--- src/hdl/mwfvh_pkg.sv ---
`timescale 1ns / 1ps

package mwfvh_pkg;

  // Maze geometry
  localparam int MAX_DIM  = 128;
  localparam int DIM_W    = $clog2(MAX_DIM);
  localparam int CELL_W   = 2 * DIM_W;
  localparam int CELLS    = MAX_DIM * MAX_DIM;
  localparam int WALK_CAP = 4 * CELLS + 4;
  localparam int STEP_W   = $clog2(WALK_CAP + 1);
  localparam int DIVC_W   = $clog2(CELL_W);

  // Fixed field widths
  localparam int CFG_W   = 8;
  localparam int CIDX_W  = 1;
  localparam int BIN_W   = 3;
  localparam int TALLY_W = 15;
  localparam int CNT_W   = 3;
  localparam int NBINS   = 5;

  localparam logic [CNT_W-1:0] SAT_COUNT = 3'd7;

  // Configuration register indexes
  localparam logic [CIDX_W-1:0] CFG_ROWS = 1'b0;
  localparam logic [CIDX_W-1:0] CFG_COLS = 1'b1;

  typedef enum logic [1:0] {
    HEAD_E = 2'd0,
    HEAD_S = 2'd1,
    HEAD_W = 2'd2,
    HEAD_N = 2'd3
  } heading_t;

  // Controller to datapath
  typedef struct packed {
    logic load;
    logic div_init;
    logic div_step;
    logic walk_rd;
    logic walk_dec;
    logic walk_inc;
    logic clear;
    logic sweep;
    logic emit;
  } cmd_t;

  // Datapath to controller
  typedef struct packed {
    logic load_last;
    logic div_done;
    logic moved;
    logic dec_end;
    logic inc_end;
    logic clear_last;
    logic sweep_last;
    logic emit_last;
  } status_t;

  typedef struct packed {
    logic             ok;
    logic [DIM_W-1:0] row;
    logic [DIM_W-1:0] col;
  } nb_t;

  // Register value to effective dimension: 0 acts as 1, above MAX_DIM clamps
  function automatic logic [DIM_W:0] eff_dim(logic [CFG_W-1:0] v);
    logic [DIM_W:0] d;
    if (v == '0) d = (DIM_W+1)'(1);
    else if (int'(v) > MAX_DIM) d = (DIM_W+1)'(MAX_DIM);
    else d = (DIM_W+1)'(v);
    return d;
  endfunction

  // Neighbor cell one step in a direction, with range check
  function automatic nb_t nb_step(logic [DIM_W-1:0] row, logic [DIM_W-1:0] col,
                                  heading_t dir, logic [DIM_W:0] nr, logic [DIM_W:0] nc);
    nb_t n;
    n.row = row;
    n.col = col;
    n.ok  = 1'b0;
    unique case (dir)
      HEAD_E: begin
        n.col = col + DIM_W'(1);
        n.ok  = (({1'b0, col} + (DIM_W+1)'(1)) < nc);
      end
      HEAD_S: begin
        n.row = row + DIM_W'(1);
        n.ok  = (({1'b0, row} + (DIM_W+1)'(1)) < nr);
      end
      HEAD_W: begin
        n.col = col - DIM_W'(1);
        n.ok  = (col != '0);
      end
      HEAD_N: begin
        n.row = row - DIM_W'(1);
        n.ok  = (row != '0);
      end
      default: n.ok = 1'b0;
    endcase
    return n;
  endfunction

endpackage

--- src/hdl/mwfvh_ctrl.sv ---
`timescale 1ns / 1ps

module mwfvh_ctrl
  import mwfvh_pkg::*;
(
  input  logic    clk,
  input  logic    rst,
  input  logic    start,
  input  logic    cfg_write,
  input  status_t status,
  output cmd_t    cmd,
  output logic    busy
);

  typedef enum logic [3:0] {
    ST_CLEAR,
    ST_IDLE,
    ST_DIV_INIT,
    ST_DIV,
    ST_WALK_RD,
    ST_WALK_DEC,
    ST_WALK_INC,
    ST_HIST,
    ST_DRAIN,
    ST_EMIT
  } state_t;

  state_t state, state_next;

  // Command decode and next state
  always_comb begin
    cmd        = '0;
    state_next = state;
    unique case (state)
      ST_CLEAR: begin
        cmd.clear = 1'b1;
        if (status.clear_last) state_next = ST_IDLE;
      end
      ST_IDLE: begin
        cmd.load = start;
        if (start && status.load_last) state_next = ST_WALK_RD;
        else if (cfg_write) state_next = ST_DIV_INIT;
      end
      ST_DIV_INIT: begin
        cmd.div_init = 1'b1;
        if (!cfg_write) state_next = ST_DIV;
      end
      ST_DIV: begin
        cmd.div_step = 1'b1;
        if (cfg_write) state_next = ST_DIV_INIT;
        else if (status.div_done) state_next = ST_IDLE;
      end
      ST_WALK_RD: begin
        cmd.walk_rd = 1'b1;
        state_next  = ST_WALK_DEC;
      end
      ST_WALK_DEC: begin
        cmd.walk_dec = 1'b1;
        priority if (status.moved) state_next = ST_WALK_INC;
        else if (status.dec_end) state_next = ST_HIST;
        else state_next = ST_WALK_RD;
      end
      ST_WALK_INC: begin
        cmd.walk_inc = 1'b1;
        state_next   = status.inc_end ? ST_HIST : ST_WALK_RD;
      end
      ST_HIST: begin
        cmd.sweep = 1'b1;
        if (status.sweep_last) state_next = ST_DRAIN;
      end
      ST_DRAIN: state_next = ST_EMIT;
      ST_EMIT: begin
        cmd.emit = 1'b1;
        if (status.emit_last) state_next = ST_IDLE;
      end
      default: state_next = ST_IDLE;
    endcase
  end

  // State and busy flag
  always_ff @(posedge clk) begin
    if (rst) begin
      state <= ST_CLEAR;
      busy  <= 1'b1;
    end else begin
      state <= state_next;
      busy  <= (state_next != ST_IDLE);
    end
  end

  // Busy tracks the state exactly
  a_busy_idle: assert property (@(posedge clk) disable iff (rst)
    busy == (state != ST_IDLE)) else $error("busy out of step with state");

  // A move always gets its counter update next
  a_move_inc: assert property (@(posedge clk) disable iff (rst)
    (state == ST_WALK_DEC && status.moved) |=> (state == ST_WALK_INC))
    else $error("move without counter update");

  // Histogram drain leads straight to emitting
  a_drain_emit: assert property (@(posedge clk) disable iff (rst)
    (state == ST_DRAIN) |=> (state == ST_EMIT)) else $error("drain not followed by emit");

endmodule

--- config.mk ---
export PLATFORM = sky130hd
export DESIGN_NAME = mwfvh_ctrl
export DESIGN_NICKNAME = d
export VERILOG_FILES = /design/src/hdl/mwfvh_pkg.sv /design/src/hdl/mwfvh_ctrl.sv
export SDC_FILE = /design/constraint.sdc
export NUM_CORES = 1
export LEC_CHECK = 0
export BUFFER_PORTS_ARGS = -buffer_cell sky130_fd_sc_hd__buf_2
export CORE_AREA = 2 2 39 41
export DETAILED_ROUTE_END_ITERATION = 12
export DIE_AREA = 0 0 41 43
export PLACE_DENSITY = 0.64
export SLEW_MARGIN = 10
export SYNTH_ARGS = -nofsm -noshare
export SYNTH_HDL_FRONTEND = slang
export SYNTH_SLANG_ARGS = --single-unit
--- constraint.sdc ---
create_clock -name clk -period 1.6 [get_ports clk]
set_input_delay 0.32 -clock clk [delete_from_list [all_inputs] [get_ports clk]]
set_output_delay 0.32 -clock clk [all_outputs]
set_load 0.01 [all_outputs]
==> results.toml <==
[power]
finalPower_uw = 668
ir_worst_vdd_v = 0.000391
pwr_density_cell_nw_per_um2 = 1240
p_leak_uw = 0.000259

[cts]
cts.sinks = 5
cts_resized = 0
cts_tree = "yes"
root_buffer = "clkbuf_4"
post_cts_buffers = 0
cts-buffers-inserted = 3
clock_latency_ns = 0.23
clockBufferDepth = 2
cts_hold_buffers = 0
cts.htree.levels = 1
clk_pin_slew_worst_paths_ns = 0.04

[global_routing]
overflow = 0
antenna_found_initial = 0
grt_pass1_wl_mm = 1.46
first_global_vias = 373
grt.total_usage = 0.116
grt_max_degree = 14

[die]
die_h_um = 43
die_width_um = 41
die_area_sq_um = 1760
io_pins = 22
core_area_sq_um = 1380
core.rowCount = 14
start_util = 0.268

[sta]
hold_viol_final = 0
post-route-period-util = 0.938
maxSlewViolCount = 0
setup_viol = 0
relSlewSlack = 0.752
tightest_slew_ns = 0.363
max_freq_mhz = 666
period_needed_ns = 1.50
rsz0062_at_grt = "no"
clock_skew_ns = 0.00344
setup_tns_ns = 0

[synthesis]
syn_inst = 53
ys_types = 25
seq_area_frac_synth = 0.270
yosys_warnings = 0
syn_nets = 65
syn_area_per_cell_sq_um = 6.99
ys_ff_latch = 5
synth_area_sq_um = 370

[layout]
area_growth_pct = 45.6
fill_cells = 148
num_antenna_cells = 0
fin_cells = 95
drive_above_1_share = 0.430
final_nets = 92
finalInstanceArea_sq_um = 539

[setup_path]
cp.arrival_ns = 1.18
r2r_cells = 5
critPathLaunchType = "flop"
worstSetupEndpointType = "output pin"
worstPathRequired_ns = 1.28
path_max_fanout = 6
path_class = "reg -> out"

[detailed_routing]
wl_per_cell_um = 9.92
first_pass_iters = 4
wl_um = 942
viasPerCell = 4.83
final_antenna_net_count = 0
via_count = 459
drc = 0
drtIter0Drc = 9

[job]
cap_viol_max_count = 0

[placed_design]
place_inst = 91
post_dp_cell_area_sq_um = 512
gp_congestion = 0.736
port-buffer-count = 21
dp_hpwl_um = 788

[hold_path]
min_path_cells = 2
min-delay-path-class = "in -> reg"

[status]
status = "completed"
state kept, by name, indices dropped and copies added (netlist names):
name / count
state: 4
busy: 1
metrics by stage:
stage | setup WS, ns | util | hold WS, ns
floorplan | 0.208 | - | 0.392
global placement | 0.172 | 0.370 | 0.572
detailed placement | 0.153 | 0.370 | 0.587
CTS | 0.0313 | 0.389 | 0.340
global route | 0.0413 | 0.390 | 0.332
finish | 0.0986 | 0.390 | 0.336
critical path: stages, from the launching register on:
cell	delay (ns)
dfxtp_1	0.42
nor2_1	0.09
buf_4	0.15
and3_1	0.16
buf_2	0.13
where the power goes:
group	leakage, uW	total, uW	internal, uW	switching, uW
registers	0.0000414	182	159	23.1
logic	0.000203	346	156	190
clock network	0.0000150	140	93.9	46.2
path summary, 6_finish.rpt:
path         slack [ns]        to  startpoint
max                 0.1    cmd[8]    state[3]
min reg2reg        0.67      busy    state[3]
max reg2reg        0.16      busy    state[1]
min                0.34  state[2]         rst
synthesized netlist by cell type, drive strengths merged:
cell type  number  area [sq um]
a2111oi         1          8.76
nand2b          2          12.5
a31oi           1          6.26
and2b           1          8.76
nand4           1          12.5
dfxtp           5           100
nor4            1          6.26
nor3b           1          7.51
o2111ai         1          8.76
or4b            1          10.0
o21ai           2          10.0
o221ai          1          15.0
nor2           10          37.5
nor3            4          20.0
nand3           1          10.0
nand3b          2          15.0
clkbuf          1          3.75
a311oi          1          8.76
nand2           8          30.0
a21oi           3          15.0
buf             2          10.0
and3            1          6.26
inv             2          7.50
cells by family (layout without fill, tap and decap cells):
family                 after synthesis  after routing  share of synthesized area
AND/OR/NAND/NOR                     33             33                      0.476
AO/OA/AOI/OAI                       10             10                      0.196
flip-flops                           5              5                      0.270
buffers and inverters                5             31                     0.0574
metal layers:
layer | part of all wire | wire length, um | track usage
met5 | 0 | 0 | 0
met4 | 0 | 0 | 0.0400
met3 | 0.071 | 67 | 0.0157
met2 | 0.43 | 408 | 0.163
met1 | 0.49 | 466 | 0.175
cell type report:
| class | instances | area, sq um | area share |
|---|---|---|---|
| clock buffer | 4 | 26.3 | 0.0487 |
| sequential | 5 | 101 | 0.188 |
| timing repair buffer | 25 | 135 | 0.251 |
| tap | 16 | 20.0 | 0.0371 |
| multi-input combinational | 43 | 249 | 0.462 |
| inverter | 2 | 7.51 | 0.0139 |
placed cells by master, fill, tap and decap left out, types with 2 or more instances in the layout:
master and count:
nand2b_1 2, dfxtp_1 4, clkbuf_4 3, buf_2 21, a21oi_1 3, nor2_1 10
nand2_1 8, buf_4 4, nor3_1 4, nand3b_1 2
(Power assumes the default switching activity.)
